`src/hw/rtl/bba_pkg.sv`:
```
// Shared types and constants of the bitmap block allocator.
// No dependencies; imported by the controller, the datapath and the top level.
`timescale 1ns / 1ps
`default_nettype none

package bba_pkg;

	localparam int BBA_MAP_BYTES = 32;   // default map size in bytes
	localparam int BBA_MAX_BYTES = 63;   // largest byte count the count register can name
	localparam int BASE_W        = 32;
	localparam int BSIZE_W       = 16;
	localparam int BIU_W         = 6;
	localparam int ADDR_W        = 33;
	localparam int NUM_W         = 9;    // block numbers below eight times the byte count
	localparam int IDX_W         = 8;
	localparam int PROD_W        = NUM_W + BSIZE_W;
	localparam int DIV_K_W       = 4;
	localparam int APB_AW        = 4;
	localparam int APB_DW        = 32;

	localparam logic [BSIZE_W-1:0] BSIZE_RST = 16'd64;
	localparam logic [BIU_W-1:0]   BIU_RST   = 6'd32;
	localparam logic [7:0]         BYTE_FULL = 8'hFF;

	typedef enum logic [1:0] {
		OP_ALLOC = 2'd0,
		OP_FREE  = 2'd1,
		OP_TEST  = 2'd2
	} op_t;

	typedef enum logic [1:0] {
		ST_OK      = 2'd0,
		ST_NOSPACE = 2'd1,
		ST_BELOW   = 2'd2,
		ST_RANGE   = 2'd3
	} status_t;

	typedef enum logic [1:0] {
		REG_BASE         = 2'd0,
		REG_BLOCK_SIZE   = 2'd1,
		REG_BYTES_IN_USE = 2'd2
	} cfg_reg_t;

	typedef enum logic [2:0] {
		S_IDLE,
		S_DECODE,
		S_DIVIDE,
		S_LOOKUP,
		S_MODIFY,
		S_FINISH
	} state_t;

	typedef struct packed {
		logic capture;       // latch the request fields
		logic decode;        // classify the request, set early status
		logic rd;            // read one map byte
		logic rd_sel_num;    // read address from the block number register
		logic div_step;      // one quotient bit of the free divider
		logic lookup_fault;  // quotient past the map
		logic modify;        // update the byte or sample the tested bit
		logic emit;          // drive the result for one cycle
	} dp_cmd_t;

	typedef struct packed {
		logic is_free;
		logic fault;
		logic div_last;
		logic num_oor;
	} dp_stat_t;

endpackage

`default_nettype wire

```
`src/hw/rtl/bba_ctrl.sv`:
```
// Sequencing controller of the bitmap block allocator.
// Depends on bba_pkg; drives the datapath through dp_cmd_t and watches dp_stat_t.
`timescale 1ns / 1ps
`default_nettype none

module bba_ctrl (
	input  wire              clk,
	input  wire              arst_n,
	input  wire              start,
	output logic             busy,
	input  bba_pkg::dp_stat_t stat,
	output bba_pkg::dp_cmd_t  cmd
);
	import bba_pkg::*;

	state_t state_q, state_d;

	always_ff @(posedge clk or negedge arst_n) begin
		if (!arst_n) begin
			state_q <= S_IDLE;
		end else begin
			state_q <= state_d;
		end
	end

	always_comb begin
		state_d = state_q;
		case (state_q)
			S_IDLE: begin
				if (start) state_d = S_DECODE;
			end
			S_DECODE: begin
				if (stat.fault) state_d = S_FINISH;
				else if (stat.is_free) state_d = S_DIVIDE;
				else state_d = S_MODIFY;
			end
			S_DIVIDE: begin
				if (stat.div_last) state_d = S_LOOKUP;
			end
			S_LOOKUP: begin
				if (stat.num_oor) state_d = S_FINISH;
				else state_d = S_MODIFY;
			end
			S_MODIFY: state_d = S_FINISH;
			S_FINISH: state_d = S_IDLE;
			default:  state_d = S_IDLE;
		endcase
	end

	always_comb begin
		cmd  = '0;
		busy = 1'b1;
		case (state_q)
			S_IDLE: begin
				busy        = 1'b0;
				cmd.capture = start;
			end
			S_DECODE: begin
				cmd.decode = 1'b1;
				cmd.rd     = !stat.fault && !stat.is_free;
			end
			S_DIVIDE: cmd.div_step = 1'b1;
			S_LOOKUP: begin
				cmd.lookup_fault = stat.num_oor;
				cmd.rd           = !stat.num_oor;
				cmd.rd_sel_num   = 1'b1;
			end
			S_MODIFY: cmd.modify = 1'b1;
			S_FINISH: cmd.emit   = 1'b1;
			default:  cmd        = '0;
		endcase
	end

endmodule

`default_nettype wire

```
`src/hw/rtl/bba_datapath.sv`:
```
// Datapath of the bitmap block allocator: map memory, full flags, free divider
// and result registers. Depends on bba_pkg; commanded by bba_ctrl.
`timescale 1ns / 1ps
`default_nettype none

module bba_datapath #(
	parameter int MAP_BYTES = bba_pkg::BBA_MAP_BYTES
) (
	input  wire                          clk,
	input  wire                          arst_n,
	input  bba_pkg::dp_cmd_t             cmd,
	output bba_pkg::dp_stat_t            stat,
	input  wire [1:0]                    opcode,
	input  wire [bba_pkg::ADDR_W-1:0]    address,
	input  wire [bba_pkg::IDX_W-1:0]     block_index,
	input  wire [bba_pkg::BASE_W-1:0]    base_address,
	input  wire [bba_pkg::BSIZE_W-1:0]   block_size,
	input  wire [bba_pkg::BIU_W-1:0]     bytes_in_use,
	output logic                         done,
	output logic [1:0]                   status,
	output logic [bba_pkg::ADDR_W-1:0]   block_address,
	output logic [bba_pkg::IDX_W-1:0]    block_number,
	output logic                         bit_value
);
	import bba_pkg::*;

	// The byte count register cannot reach past its own range, so bytes above it never matter.
	localparam int USED_BYTES = (MAP_BYTES < BBA_MAX_BYTES) ? MAP_BYTES : BBA_MAX_BYTES;
	localparam int BYTE_AW    = (USED_BYTES > 1) ? $clog2(USED_BYTES) : 1;
	localparam logic [BIU_W-1:0] USED_BYTES_V = BIU_W'(USED_BYTES);

	// Request and working registers.
	logic [1:0]          op_q;
	logic [ADDR_W-1:0]   addr_q;
	logic [IDX_W-1:0]    tidx_q;
	status_t             st_q;
	logic [NUM_W-1:0]    num_q;
	logic                bit_q;
	logic [PROD_W-1:0]   prod_q;
	logic [PROD_W-1:0]   rem_q;
	logic [DIV_K_W-1:0]  div_k_q;

	// Map storage.
	logic [7:0]          mem [USED_BYTES];
	logic [USED_BYTES-1:0] vld_q;
	logic [USED_BYTES-1:0] full_q;
	logic [7:0]          rd_data_q;
	logic                rd_vld_q;
	logic [BYTE_AW-1:0]  rd_addr_q;

	// Decode-time logic.
	logic [BIU_W-1:0]    nbytes;
	logic [NUM_W-1:0]    nblocks;
	logic [USED_BYTES-1:0] cand;
	logic [BIU_W-1:0]    alloc_byte;
	logic                found;
	logic                below;
	logic [ADDR_W-1:0]   diff;
	logic                div_ovf;
	logic                test_oor;
	logic [BIU_W-1:0]    rd_byte;
	logic [BYTE_AW-1:0]  rd_addr;

	// Divider step.
	logic [PROD_W-1:0]   div_sub;
	logic                div_ge;

	// Byte update.
	logic [7:0]          byte_val;
	logic [2:0]          zero_bit;
	logic [NUM_W-1:0]    alloc_num;
	logic [7:0]          bit_mask;
	logic [7:0]          new_byte;

	assign nbytes  = (bytes_in_use > USED_BYTES_V) ? USED_BYTES_V : bytes_in_use;
	assign nblocks = {nbytes, 3'b000};

	always_comb begin
		for (int i = 0; i < USED_BYTES; i++) begin
			cand[i] = !full_q[i] && (BIU_W'(i) < nbytes);
		end
		alloc_byte = '0;
		for (int i = USED_BYTES - 1; i >= 0; i--) begin
			if (cand[i]) alloc_byte = BIU_W'(i);
		end
		found = |cand;
	end

	assign below    = addr_q < {1'b0, base_address};
	assign diff     = addr_q - {1'b0, base_address};
	// A zero block size also lands here: every offset is at or past zero.
	assign div_ovf  = diff >= {{(ADDR_W - PROD_W){1'b0}}, block_size, {NUM_W{1'b0}}};
	assign test_oor = {1'b0, tidx_q} >= nblocks;

	always_comb begin
		stat.is_free  = (op_q == OP_FREE);
		stat.div_last = (div_k_q == '0);
		stat.num_oor  = (num_q >= nblocks);
		case (op_q)
			OP_ALLOC: stat.fault = !found;
			OP_FREE:  stat.fault = below || div_ovf;
			OP_TEST:  stat.fault = test_oor;
			default:  stat.fault = 1'b1;
		endcase
	end

	always_comb begin
		if (cmd.rd_sel_num) rd_byte = num_q[NUM_W-1:3];
		else if (op_q == OP_ALLOC) rd_byte = alloc_byte;
		else rd_byte = {1'b0, tidx_q[IDX_W-1:3]};
	end
	assign rd_addr = rd_byte[BYTE_AW-1:0];

	assign div_sub = {{NUM_W{1'b0}}, block_size} << div_k_q;
	assign div_ge  = rem_q >= div_sub;

	assign byte_val = rd_vld_q ? rd_data_q : 8'h00;

	always_comb begin
		zero_bit = 3'd0;
		for (int b = 7; b >= 0; b--) begin
			if (!byte_val[b]) zero_bit = 3'(b);
		end
		alloc_num = {num_q[NUM_W-1:3], zero_bit};
		if (op_q == OP_ALLOC) begin
			bit_mask = 8'h01 << zero_bit;
			new_byte = byte_val | bit_mask;
		end else begin
			bit_mask = 8'h01 << num_q[2:0];
			new_byte = byte_val & ~bit_mask;
		end
	end

	// Request capture, classification, division and byte update.
	always_ff @(posedge clk) begin
		if (cmd.capture) begin
			op_q   <= opcode;
			addr_q <= address;
			tidx_q <= block_index;
		end
		if (cmd.decode) begin
			bit_q <= 1'b0;
			case (op_q)
				OP_ALLOC: begin
					st_q  <= found ? ST_OK : ST_NOSPACE;
					num_q <= {alloc_byte, 3'b000};
				end
				OP_FREE: begin
					if (below) st_q <= ST_BELOW;
					else if (div_ovf) st_q <= ST_RANGE;
					else st_q <= ST_OK;
					num_q   <= '0;
					rem_q   <= diff[PROD_W-1:0];
					div_k_q <= DIV_K_W'(NUM_W - 1);
				end
				OP_TEST: begin
					st_q  <= test_oor ? ST_RANGE : ST_OK;
					num_q <= {1'b0, tidx_q};
				end
				default: st_q <= ST_RANGE;
			endcase
		end
		if (cmd.div_step) begin
			num_q[div_k_q] <= div_ge;
			if (div_ge) rem_q <= rem_q - div_sub;
			if (div_k_q != '0) div_k_q <= div_k_q - DIV_K_W'(1);
		end
		if (cmd.lookup_fault) st_q <= ST_RANGE;
		if (cmd.modify) begin
			case (op_q)
				OP_ALLOC: begin
					num_q  <= alloc_num;
					prod_q <= PROD_W'(alloc_num) * PROD_W'(block_size);
				end
				OP_TEST: bit_q <= byte_val[num_q[2:0]];
				default: bit_q <= 1'b0;
			endcase
		end
	end

	// Map memory with a registered read port.
	always_ff @(posedge clk) begin
		if (cmd.rd) begin
			rd_data_q <= mem[rd_addr];
			rd_addr_q <= rd_addr;
		end
		if (cmd.modify && (op_q != OP_TEST)) mem[rd_addr_q] <= new_byte;
	end

	// Valid and full flags clear at reset; an unwritten byte reads as all free.
	always_ff @(posedge clk or negedge arst_n) begin
		if (!arst_n) begin
			vld_q    <= '0;
			full_q   <= '0;
			rd_vld_q <= 1'b0;
		end else begin
			if (cmd.rd) rd_vld_q <= vld_q[rd_addr];
			if (cmd.modify && (op_q != OP_TEST)) begin
				vld_q[rd_addr_q]  <= 1'b1;
				full_q[rd_addr_q] <= (new_byte == BYTE_FULL);
			end
		end
	end

	// Result registers.
	always_ff @(posedge clk or negedge arst_n) begin
		if (!arst_n) begin
			done <= 1'b0;
		end else begin
			done <= cmd.emit;
		end
	end

	always_ff @(posedge clk) begin
		if (cmd.emit) begin
			status       <= st_q;
			block_number <= (st_q == ST_OK) ? num_q[IDX_W-1:0] : '0;
			bit_value    <= bit_q;
			if ((op_q == OP_ALLOC) && (st_q == ST_OK)) begin
				block_address <= {1'b0, base_address} +
					{{(ADDR_W - PROD_W){1'b0}}, prod_q};
			end else begin
				block_address <= '0;
			end
		end
	end

endmodule

`default_nettype wire

```
`src/hw/rtl/bitmap_block_allocator_core.sv`:
```
// Top level of the bitmap block allocator: configuration registers on an APB-style
// port, plus the controller and datapath. Depends on bba_pkg, bba_ctrl, bba_datapath.
`timescale 1ns / 1ps
`default_nettype none

// The block hands out fixed-size blocks of a memory region that starts at
// base_address. A request is taken at a rising edge where start is high and busy
// is low; opcode chooses allocate, free by address or test of one block's bit.
// Each request produces exactly one result, shown for a single cycle with done
// high. The receiver cannot hold results off, so nothing ever waits at the output.
// A successful allocate or test request passes the decode, modify and finish states
// before the next one is taken, with done high in the cycle in which busy falls. A
// free request also passes the divider, which produces one quotient bit per cycle
// over the nine bits of a block number, then the lookup. A request that fails when
// first classified (no free block, below base, an offset far past the map or a zero
// block size, a test index past the map, or an unused opcode) goes straight to
// its result, as does a free whose quotient lands past the map at the lookup.
// The lowest free block is found by a priority encoder over one full flag per map
// byte, followed by a read of that byte from the map memory. Reset clears every
// used bit at once through per-byte valid flags, so requests are taken in the first
// cycle after reset; the registers return to base 0, block size 64 and 32 bytes in
// use. Registers sit at byte addresses 0, 4 and 8, are written in the APB access
// cycle, and should be changed only while no request is in progress.

module bitmap_block_allocator_core #(
	parameter int MAP_BYTES = bba_pkg::BBA_MAP_BYTES
) (
	input  wire                         clk,
	input  wire                         arst_n,
	input  wire                         start,
	output logic                        busy,
	input  wire [1:0]                   opcode,
	input  wire [bba_pkg::ADDR_W-1:0]   address,
	input  wire [bba_pkg::IDX_W-1:0]    block_index,
	output logic                        done,
	output logic [1:0]                  status,
	output logic [bba_pkg::ADDR_W-1:0]  block_address,
	output logic [bba_pkg::IDX_W-1:0]   block_number,
	output logic                        bit_value,
	input  wire                         psel,
	input  wire                         penable,
	input  wire                         pwrite,
	input  wire [bba_pkg::APB_AW-1:0]   paddr,
	input  wire [bba_pkg::APB_DW-1:0]   pwdata,
	output logic [bba_pkg::APB_DW-1:0]  prdata,
	output logic                        pready
);
	import bba_pkg::*;

	logic [BASE_W-1:0]  base_q;
	logic [BSIZE_W-1:0] bsize_q;
	logic [BIU_W-1:0]   biu_q;
	logic               cfg_wr;
	dp_cmd_t            cmd;
	dp_stat_t           stat;

	// The port never inserts wait states.
	assign pready = 1'b1;
	assign cfg_wr = psel && penable && pwrite && pready;

	// Registers are word-aligned; the low address bits are ignored.
	always_ff @(posedge clk or negedge arst_n) begin
		if (!arst_n) begin
			base_q  <= '0;
			bsize_q <= BSIZE_RST;
			biu_q   <= BIU_RST;
		end else if (cfg_wr) begin
			case (paddr[3:2])
				REG_BASE:         base_q  <= pwdata[BASE_W-1:0];
				REG_BLOCK_SIZE:   bsize_q <= pwdata[BSIZE_W-1:0];
				REG_BYTES_IN_USE: biu_q   <= pwdata[BIU_W-1:0];
				default:          base_q  <= base_q;
			endcase
		end
	end

	always_comb begin
		case (paddr[3:2])
			REG_BASE:         prdata = base_q;
			REG_BLOCK_SIZE:   prdata = {{(APB_DW - BSIZE_W){1'b0}}, bsize_q};
			REG_BYTES_IN_USE: prdata = {{(APB_DW - BIU_W){1'b0}}, biu_q};
			default:          prdata = '0;
		endcase
	end

	bba_ctrl u_ctrl (
		.clk    (clk),
		.arst_n (arst_n),
		.start  (start),
		.busy   (busy),
		.stat   (stat),
		.cmd    (cmd)
	);

	bba_datapath #(
		.MAP_BYTES (MAP_BYTES)
	) u_datapath (
		.clk           (clk),
		.arst_n        (arst_n),
		.cmd           (cmd),
		.stat          (stat),
		.opcode        (opcode),
		.address       (address),
		.block_index   (block_index),
		.base_address  (base_q),
		.block_size    (bsize_q),
		.bytes_in_use  (biu_q),
		.done          (done),
		.status        (status),
		.block_address (block_address),
		.block_number  (block_number),
		.bit_value     (bit_value)
	);

endmodule

`default_nettype wire

```
`config.mk`:
```
export PLATFORM = sky130hd
export DESIGN_NAME = bitmap_block_allocator_core
export DESIGN_NICKNAME = d
export VERILOG_FILES = /design/src/hw/rtl/bba_pkg.sv /design/src/hw/rtl/bba_ctrl.sv /design/src/hw/rtl/bba_datapath.sv /design/src/hw/rtl/bitmap_block_allocator_core.sv
export SDC_FILE = /design/constraint.sdc
export NUM_CORES = 1
export LEC_CHECK = 0
export BUFFER_PORTS_ARGS = -buffer_cell sky130_fd_sc_hd__buf_2
export CORE_ASPECT_RATIO = 0.8
export CORE_UTILIZATION = 35
export DETAILED_ROUTE_END_ITERATION = 10
export PLACE_DENSITY = 0.55
export SLEW_MARGIN = 20
export SYNTH_ARGS = -nofsm -noshare
export SYNTH_HDL_FRONTEND = slang
export SYNTH_SLANG_ARGS = --single-unit
```
`constraint.sdc`:
```
create_clock -name clk -period 12.9 [get_ports clk]
set_clock_uncertainty 0.15 [all_clocks]
set_input_delay 2.58 -clock clk [delete_from_list [all_inputs] [get_ports clk]]
set_output_delay 2.58 -clock clk [all_outputs]
set_load 0.01 [all_outputs]
```
# [After elaboration in Yosys (flattened, before gate mapping)]
# Memory sizes are Yosys's and may differ from the RTL's. A register that Yosys moved wholly into a read port is not among the register bits.
# Index checks and enable logic that the tools add are counted.
# W data, S select, Z words.
[word_totals] ff_bits=281 ram_bits=256 output_inout_bits=79 word_cells=277 memories=1
[memory_table] name="u_datapath.mem" words=32 word_bits=8 rd=1 rd_ports_with_merged_regs=1 write_ports=1 line_no="bba_datapath.sv:44" rtl="logic [7:0] mem [USED_BYTES];"
[op_classes] addsub=4 n_mul=1 magnitude_cmp=44 n_eq_ne=14 shift=3 n_mux=95 bitwise_logic=4 n_reduce_logical=88
[op_table] cell="$mux W6" n=32
[op_table] cell="$mux W25" n=4
[op_table] cell="$lt A5 B6 Y1 const A" n=16
[op_table] cell="$pmux W32 S3" n=1
[op_table] cell="$lt A4 B6 Y1 const A" n=8
[op_table] cell="$logic_and A1 B1 Y1" n=39
[op_table] cell="$logic_not A1 Y1" n=36
[op_table] cell="$mux W3" n=12
[op_table] cell="$mux W9" n=4
[op_table] cell="$add A32 B25 Y33" n=1
[op_table] cell="$ge A33 B25 Y1" n=1
[op_table] cell="$lt A33 B32 Y1" n=1
[op_table] cell="$sub A33 B32 Y33" n=1
[op_table] cell="$bwmux W32" n=1
[op_table] cell="$or A32 B32 Y32" n=1
[op_table] cell="$reduce_or A32 Y1" n=1
[op_table] cell="$pmux W9 S3" n=1
[op_table] cell="$ge A25 B25 Y1" n=1
[op_table] cell="$mul A9 B16 Y25" n=1
[op_table] cell="$shl A16 B4 Y25" n=1
[op_table] cell="$sub A25 B25 Y25" n=1
[op_table] cell="$lt A3 B6 Y1 const A" n=4
[op_table] cell="$mux W1" n=18
[op_table] cell="$mux W4" n=4
[op_table] cell="40 further kinds" n=63

# [Logic depth before layout (Yosys ltp)]
[logic_depth] depth_word=42 depth_mapped=29 ltp_nobuf=28

# [By module]
# From an unflattened synthesis, not the netlist that was laid out.
[hier_totals] cells_unflattened=2948 hier_area_um2=33133.0
[by_module_without_submodules] mod="bba_datapath" instances=1 cells_per_inst=2740 area_each_um2=30407.9 seq_area_each_um2=13973.4
[by_module_without_submodules] mod="bitmap_block_allocator_core" instances=1 cells_per_inst=179 area_each_um2=2491.1 seq_area_each_um2=1353.8
[by_module_without_submodules] mod="bba_ctrl" instances=1 cells_per_inst=29 area_each_um2=234.0 seq_area_each_um2=75.1

# [Least setup slack after synthesis]
# Ideal clock, no wire load.
[synth_path] kind="input to output" startpoint="in paddr[2] in the netlist's numbering" endpoint="out prdata[16] in the netlist's numbering" arrival_ns=3.761 required_time_ns=10.170 slack_ns=6.409 stages=4 path_cell_list="clkbuf_1 -> clkbuf_1 -> clkbuf_1 -> nor3_1"
[synth_via] elab_chain_cells=2 elab_cells_between_ends=4 cone_classes="eq/ne (2); mux (1); reduce/logical (1)"
[synth_rtl] item="start: declaration" line_no="bitmap_block_allocator_core.sv:43" rtl="input wire [bba_pkg::APB_AW-1:0] paddr,"
[synth_rtl] item="$eq A2 B2 Y1 (tied with other cells)" line_no="bitmap_block_allocator_core.sv:78" rtl="case (paddr[3:2])"
[synth_rtl] item="$pmux W32 S3 *" line_no="bitmap_block_allocator_core.sv:78"
[synth_rtl] item="end: declaration" line_no="bitmap_block_allocator_core.sv:45" rtl="output logic [bba_pkg::APB_DW-1:0] prdata,"
# Every way passes the cells marked *; elsewhere a longest branch is shown, timed or not.

# [Worst setup path after layout]
[layout_path] startpoint="reg u_datapath.rd_vld_q" endpoint="reg u_datapath.prod_q[24], data pin"
[layout_via] elab_chain_cells=10
[layout_rtl] item="start: declaration" line_no="bba_datapath.sv:48" rtl="logic rd_vld_q;"
[layout_rtl] item="start signal: assignment" line_no="bba_datapath.sv:197" rtl="if (cmd.rd) rd_vld_q <= vld_q[rd_addr];"
[layout_rtl] item="$mux W8 *" line_no="bba_datapath.sv:117" rtl="assign byte_val = rd_vld_q ? rd_data_q : 8'h00;"
[layout_rtl] item="$mux W3 (7 in series)" line_no="bba_datapath.sv:122" rtl="if (!byte_val[b]) zero_bit = 3'(b);"
[layout_rtl] item="$mux W3 *" line_no="bba_datapath.sv:122"
[layout_rtl] item="$mul A9 B16 Y25 *" line_no="bba_datapath.sv:173" rtl="prod_q <= PROD_W'(alloc_num) * PROD_W'(block_size);"
[layout_rtl] item="end signal: assignment" line_no="bba_datapath.sv:173"
[layout_rtl] item="end: declaration" line_no="bba_datapath.sv:39" rtl="logic [PROD_W-1:0] prod_q;"
# Marks and branches as above.
# A chain may end at the register's enable or synchronous reset.

==> impl_metrics.sql <==
INSERT INTO impl_metrics (metric_group, metric, value, unit) VALUES
('global_routing', 'antenna_violations_before_repair', '13', ''),
('clock_tree', 'cts.repair_timing.setup_buffer_count', '0', ''),
('detailed_routing', 'drt_iter0_markers', '1929', ''),
('synthesis', 'synth_seq_area_share', '47.2', '%'),
('synthesis', 'netlist_area', '0.0326', 'sq mm'),
('critical_path', 'cp_data_required_time', '13150', 'ps'),
('critical_path', 'timing.critical_path.cells', 'nand3_1 -> a41o_1 -> nor2_1 -> buf_4 -> nand2_1 -> fa_1 -> inv_1 -> fa_1 -> ha_1 -> inv_1 -> fa_1 -> inv_1 -> ha_1 -> nor2b_1 -> o21ai_0 -> a21boi_0 -> o21ai_0 -> a211oi_1 -> o31ai_1 -> o21ai_0 -> o41a_1 -> a21o_1 -> a21oi_1 -> xnor2_1', ''),
('detailed_routing', 'routed_wire_length_per_instance', '21.8', 'um'),
('global_routing', 'grt.overflow.total', '0', ''),
('floorplanning', 'floorplan.initialDensity', '35.6', '%'),
('clock_tree', 'cts_hold_buf', '0', ''),
('global_routing', 'grt_max_degree', '74', ''),
('pwr', 'static-leakage-power', '14.9', 'nW'),
('clock_tree', 'postCtsResizedCells', '0', ''),
('sta', 'slew_headroom', '18.2', '%'),
('pwr', 'max-vdd-ir-drop', '194', 'uV'),
('sta', 'worst_slew_pin_slew', '1220', 'ps'),
('sta', 'final.min_clock_period', '7140', 'ps'),
('layout', 'area.growth.synth_to_final', '12.6', '%'),
('synthesis', 'synthDistinctLibCells', '103', ''),
('pwr', 'power', '9.35', 'mW'),
('critical_path', 'critical_path_arrival', '7390', 'ps'),
('synthesis', 'yosysWarnings', '0', ''),
('clock_tree', 'cts_sinks', '545', ''),
('floorplanning', 'die-width', '343', 'um'),
('sta', 'final-max-slew-violation-count', '0', ''),
('layout', 'drive_above_1_share', '16.3', '%'),
('sta', 'timing.hold.ws', '312', 'ps'),
('sta', 'fmax', '140', 'MHz'),
('synthesis', 'synth_enable_flop_cells', '387', ''),
('status', 'result_of_the_run', 'completed', ''),
('floorplanning', 'chipHeight', '275', 'um'),
('synthesis', 'yosys_most_used_dff', 'sky130_fd_sc_hd__edfxtp_1', ''),
('job', 'drv.max_cap_violation_count', '0', ''),
('critical_path', 'startpoint_type', 'flop', ''),
('placed_design', 'buffer_ports.inserted', '160', ''),
('layout', 'net_total_in_the_final_layout', '3510', ''),
('synthesis', 'synth_area_per_cell', '10.7', 'sq um'),
('clock_tree', 'clk_root_buffer_cell', 'sky130_fd_sc_hd__clkbuf_16', ''),
('layout', 'fillCellCount', '8917', ''),
('sta', 'timing.final.crit_share', '55.4', '%'),
('floorplanning', 'floorplan.die_area', '0.0945', 'sq mm'),
('sta', 'final.setup.tns', '0', 'ps'),
('floorplanning', 'floorplan.rows', '99', ''),
('pwr', 'power_density', '254', 'mW/mm^2'),
('clock_tree', 'clock_insertion_delay_worst_skew', '700', 'ps'),
('detailed_routing', 'detailroute.via_count', '23900', ''),
('layout', 'multi_input_area', '0.0158', 'sq mm'),
('placed_design', 'place_hpwl', '71.0', 'mm'),
('synthesis', 'syn-num-nets', '3383', ''),
('critical_path', 'critical-path-slowest-cell', 'sky130_fd_sc_hd__dfrtp_1', ''),
('layout', 'final-seq-area', '0.0154', 'sq mm'),
('synthesis', 'synth_seq_cells', '545', ''),
('clock_tree', 'clk_pin_slew', '70', 'ps'),
('synthesis', 'async_reset_ff_share', '22.6', '%'),
('detailed_routing', 'wl', '96.6', 'mm'),
('synthesis', 'syn_inst', '3038', ''),
('clock_tree', 'clk_path_buf_depth', '3', ''),
('global_routing', 'grt_pass1_wl', '145', 'mm'),
('min_path', 'hold_path.class', 'reg2reg', ''),
('critical_path', 'crit_path_max_fanout', '16', ''),
('floorplanning', 'coreArea', '0.0918', 'sq mm'),
('detailed_routing', 'drt_first_pass_iters', '5', ''),
('detailed_routing', 'drcViolationCount', '0', ''),
('sta', 'final_hold_viol_count', '0', ''),
('critical_path', 'critPathMaxStageDelay', '590', 'ps'),
('clock_tree', 'tritoncts.num_buffers', '60', ''),
('detailed_routing', 'route.detailed.vias_per_inst', '5.40', ''),
('clock_tree', 'tritoncts', 'yes', ''),
('floorplanning', 'boundaryPins', '164', ''),
('global_routing', 'grt_usage', '20.3', '%'),
('critical_path', 'crit_path_end_kind', 'flop', ''),
('placed_design', 'place_congestion', '0.906', ''),
('sta', 'grt_setup_unrepaired', 'false', ''),
('critical_path', 'crit_type', 'reg2reg', ''),
('global_routing', 'vias_in_the_first_global_route', '23000', ''),
('detailed_routing', 'ant_nets', '0', ''),
('clock_tree', 'cts_max_level', '2', ''),
('sta', 'report.final.setup_viol', '0', '');
## metrics by stage
step,utilization [%],setup slack [ps],cell area [sq um],instances
3_3_place_gp,37.8,5950,34700,4315
3_5_place_dp,37.8,5960,34700,4315
6_report,40.0,5760,36800,4430
5_1_grt,40.0,5290,36800,4430
2_1_floorplan,-,6410,32600,3038
4_1_cts,40.0,5890,36700,4429
## layout make-up
cell class	instances	share of cell area (%)
timing repair buffer	207	3.16
clock inverter	45	1.30
sequential	545	41.9
multi-input combinational	2121	42.9
clock buffer	69	4.23
antenna	1	0.00681
tap	1212	4.13
inverter	230	2.35
## placed cells by master (no fill, tap or decap), types with 16 or more instances in the layout
cell type | synthesis | layout
sky130_fd_sc_hd__o21ai_0 | 156 | 153
sky130_fd_sc_hd__clkinv_1 | 2 | 18
sky130_fd_sc_hd__a211oi_1 | 16 | 16
sky130_fd_sc_hd__nand2_1 | 380 | 380
sky130_fd_sc_hd__a22oi_1 | 26 | 26
sky130_fd_sc_hd__a31oi_1 | 33 | 32
sky130_fd_sc_hd__a21oi_1 | 125 | 124
sky130_fd_sc_hd__nand2b_1 | 29 | 29
sky130_fd_sc_hd__or3_1 | 18 | 18
sky130_fd_sc_hd__xnor2_1 | 50 | 50
sky130_fd_sc_hd__xor2_1 | 24 | 24
sky130_fd_sc_hd__and2_1 | 47 | 47
sky130_fd_sc_hd__dfxtp_1 | 35 | 35
sky130_fd_sc_hd__ha_1 | 158 | 158
sky130_fd_sc_hd__mux2_2 | 111 | 111
sky130_fd_sc_hd__or2_2 | 43 | 43
sky130_fd_sc_hd__nand4_1 | 26 | 26
sky130_fd_sc_hd__inv_1 | 225 | 225
sky130_fd_sc_hd__nor2b_1 | 25 | 25
sky130_fd_sc_hd__a21o_1 | 32 | 32
sky130_fd_sc_hd__fa_1 | 102 | 102
sky130_fd_sc_hd__nand3_1 | 42 | 42
sky130_fd_sc_hd__o211ai_1 | 22 | 22
sky130_fd_sc_hd__mux2_1 | 21 | 21
sky130_fd_sc_hd__clkbuf_16 | 0 | 60
sky130_fd_sc_hd__a221oi_1 | 32 | 32
sky130_fd_sc_hd__mux2i_1 | 68 | 68
sky130_fd_sc_hd__and3_1 | 17 | 17
sky130_fd_sc_hd__nor2_1 | 224 | 214
sky130_fd_sc_hd__nor3_1 | 70 | 68
sky130_fd_sc_hd__buf_2 | 19 | 159
sky130_fd_sc_hd__edfxtp_1 | 387 | 387
sky130_fd_sc_hd__buf_4 | 9 | 47
sky130_fd_sc_hd__dfrtp_1 | 121 | 121
sky130_fd_sc_hd__o21a_1 | 24 | 24
## kinds of logic after synthesis
group	after synthesis	share of synthesized area, %
simple gates	970	13.8
compound gates	604	12.4
flops	545	47.2
buf+inv	372	4.78
fa+ha+maj	260	12.3
mux	212	7.47
xor+xnor	74	1.99
other cells	1	0.0115
## cell usage after synthesis (70+ instances only)
| master | count | share of area [%] |
|---|---|---|
| sky130_fd_sc_hd__edfxtp_1 | 387 | 36 |
| sky130_fd_sc_hd__nand2_1 | 380 | 4.4 |
| sky130_fd_sc_hd__inv_1 | 225 | 2.6 |
| sky130_fd_sc_hd__nor2_1 | 224 | 2.6 |
| sky130_fd_sc_hd__ha_1 | 158 | 6.1 |
| sky130_fd_sc_hd__o21ai_0 | 156 | 2.4 |
| sky130_fd_sc_hd__a21oi_1 | 125 | 1.9 |
| sky130_fd_sc_hd__dfrtp_1 | 121 | 9.3 |
| sky130_fd_sc_hd__mux2_2 | 111 | 3.8 |
| sky130_fd_sc_hd__fa_1 | 102 | 6.3 |
| sky130_fd_sc_hd__clkbuf_1 | 87 | 1.0 |
| sky130_fd_sc_hd__nor3_1 | 70 | 1.1 |
## power breakdown
part | internal, mW | switching, mW
sequential | 2.36 | 0.299
clock | 1.01 | 0.753
combinational | 2.02 | 2.91
total | 5.39 | 3.96
## final timing paths
path                                             startpoint                          endpoint  slack (ps)  cells past startpoint
min reg2reg                u_datapath.vld_q[24]$_DFFE_PN0P_  u_datapath.vld_q[24]$_DFFE_PN0P_         310                      1
max in group asynchronous                            arst_n   u_datapath.vld_q[5]$_DFFE_PN0P_        9430                      2
max                         u_datapath.rd_vld_q$_DFFE_PN0P_   u_datapath.prod_q[24]$_DFFE_PP_        5760                     24
min in group asynchronous                            arst_n             base_q[3]$_DFFE_PN0P_        1740                      1
min                        u_datapath.vld_q[24]$_DFFE_PN0P_  u_datapath.vld_q[24]$_DFFE_PN0P_         310                      1
max reg2reg                 u_datapath.rd_vld_q$_DFFE_PN0P_   u_datapath.prod_q[24]$_DFFE_PP_        5760                     24
## per-layer routing
layer | track usage (%) | share of wire [%] | vias up
met1 | 31.2 | 49 | 11800
met2 | 28.4 | 41 | 812
met3 | 5.04 | 8.7 | 132
met4 | 4.40 | 2.0 | 16
met5 | 0 | 0.092 | -
li1 | - | - | 11100
## worst max-delay path, delay by kind of cell (launching register included)
| kind | cells | cell delay, ps |
|---|---|---|
| flops | 1 | 590 |
| compound gates | 10 | 2780 |
| fa+ha+maj | 5 | 2150 |
| buf+inv | 4 | 450 |
| xor+xnor | 1 | 80 |
| simple gates | 4 | 620 |
## state kept, by name, summed over array words and instances (netlist names), 2 cells and up
signal	flops
u_datapath.rd_addr_q	5
u_datapath.rd_data_q	8
u_ctrl.state_q	3
u_datapath.mem	256
bsize_q	16
u_datapath.status	2
base_q	32
u_datapath.addr_q	33
u_datapath.div_k_q	4
u_datapath.prod_q	25
u_datapath.vld_q	32
u_datapath.st_q	2
biu_q	6
u_datapath.block_address	33
u_datapath.rem_q	25
u_datapath.block_number	8
u_datapath.full_q	32
u_datapath.num_q	9
u_datapath.op_q	2
u_datapath.tidx_q	8
No activity file was read; power rests on OpenSTA's default activity.
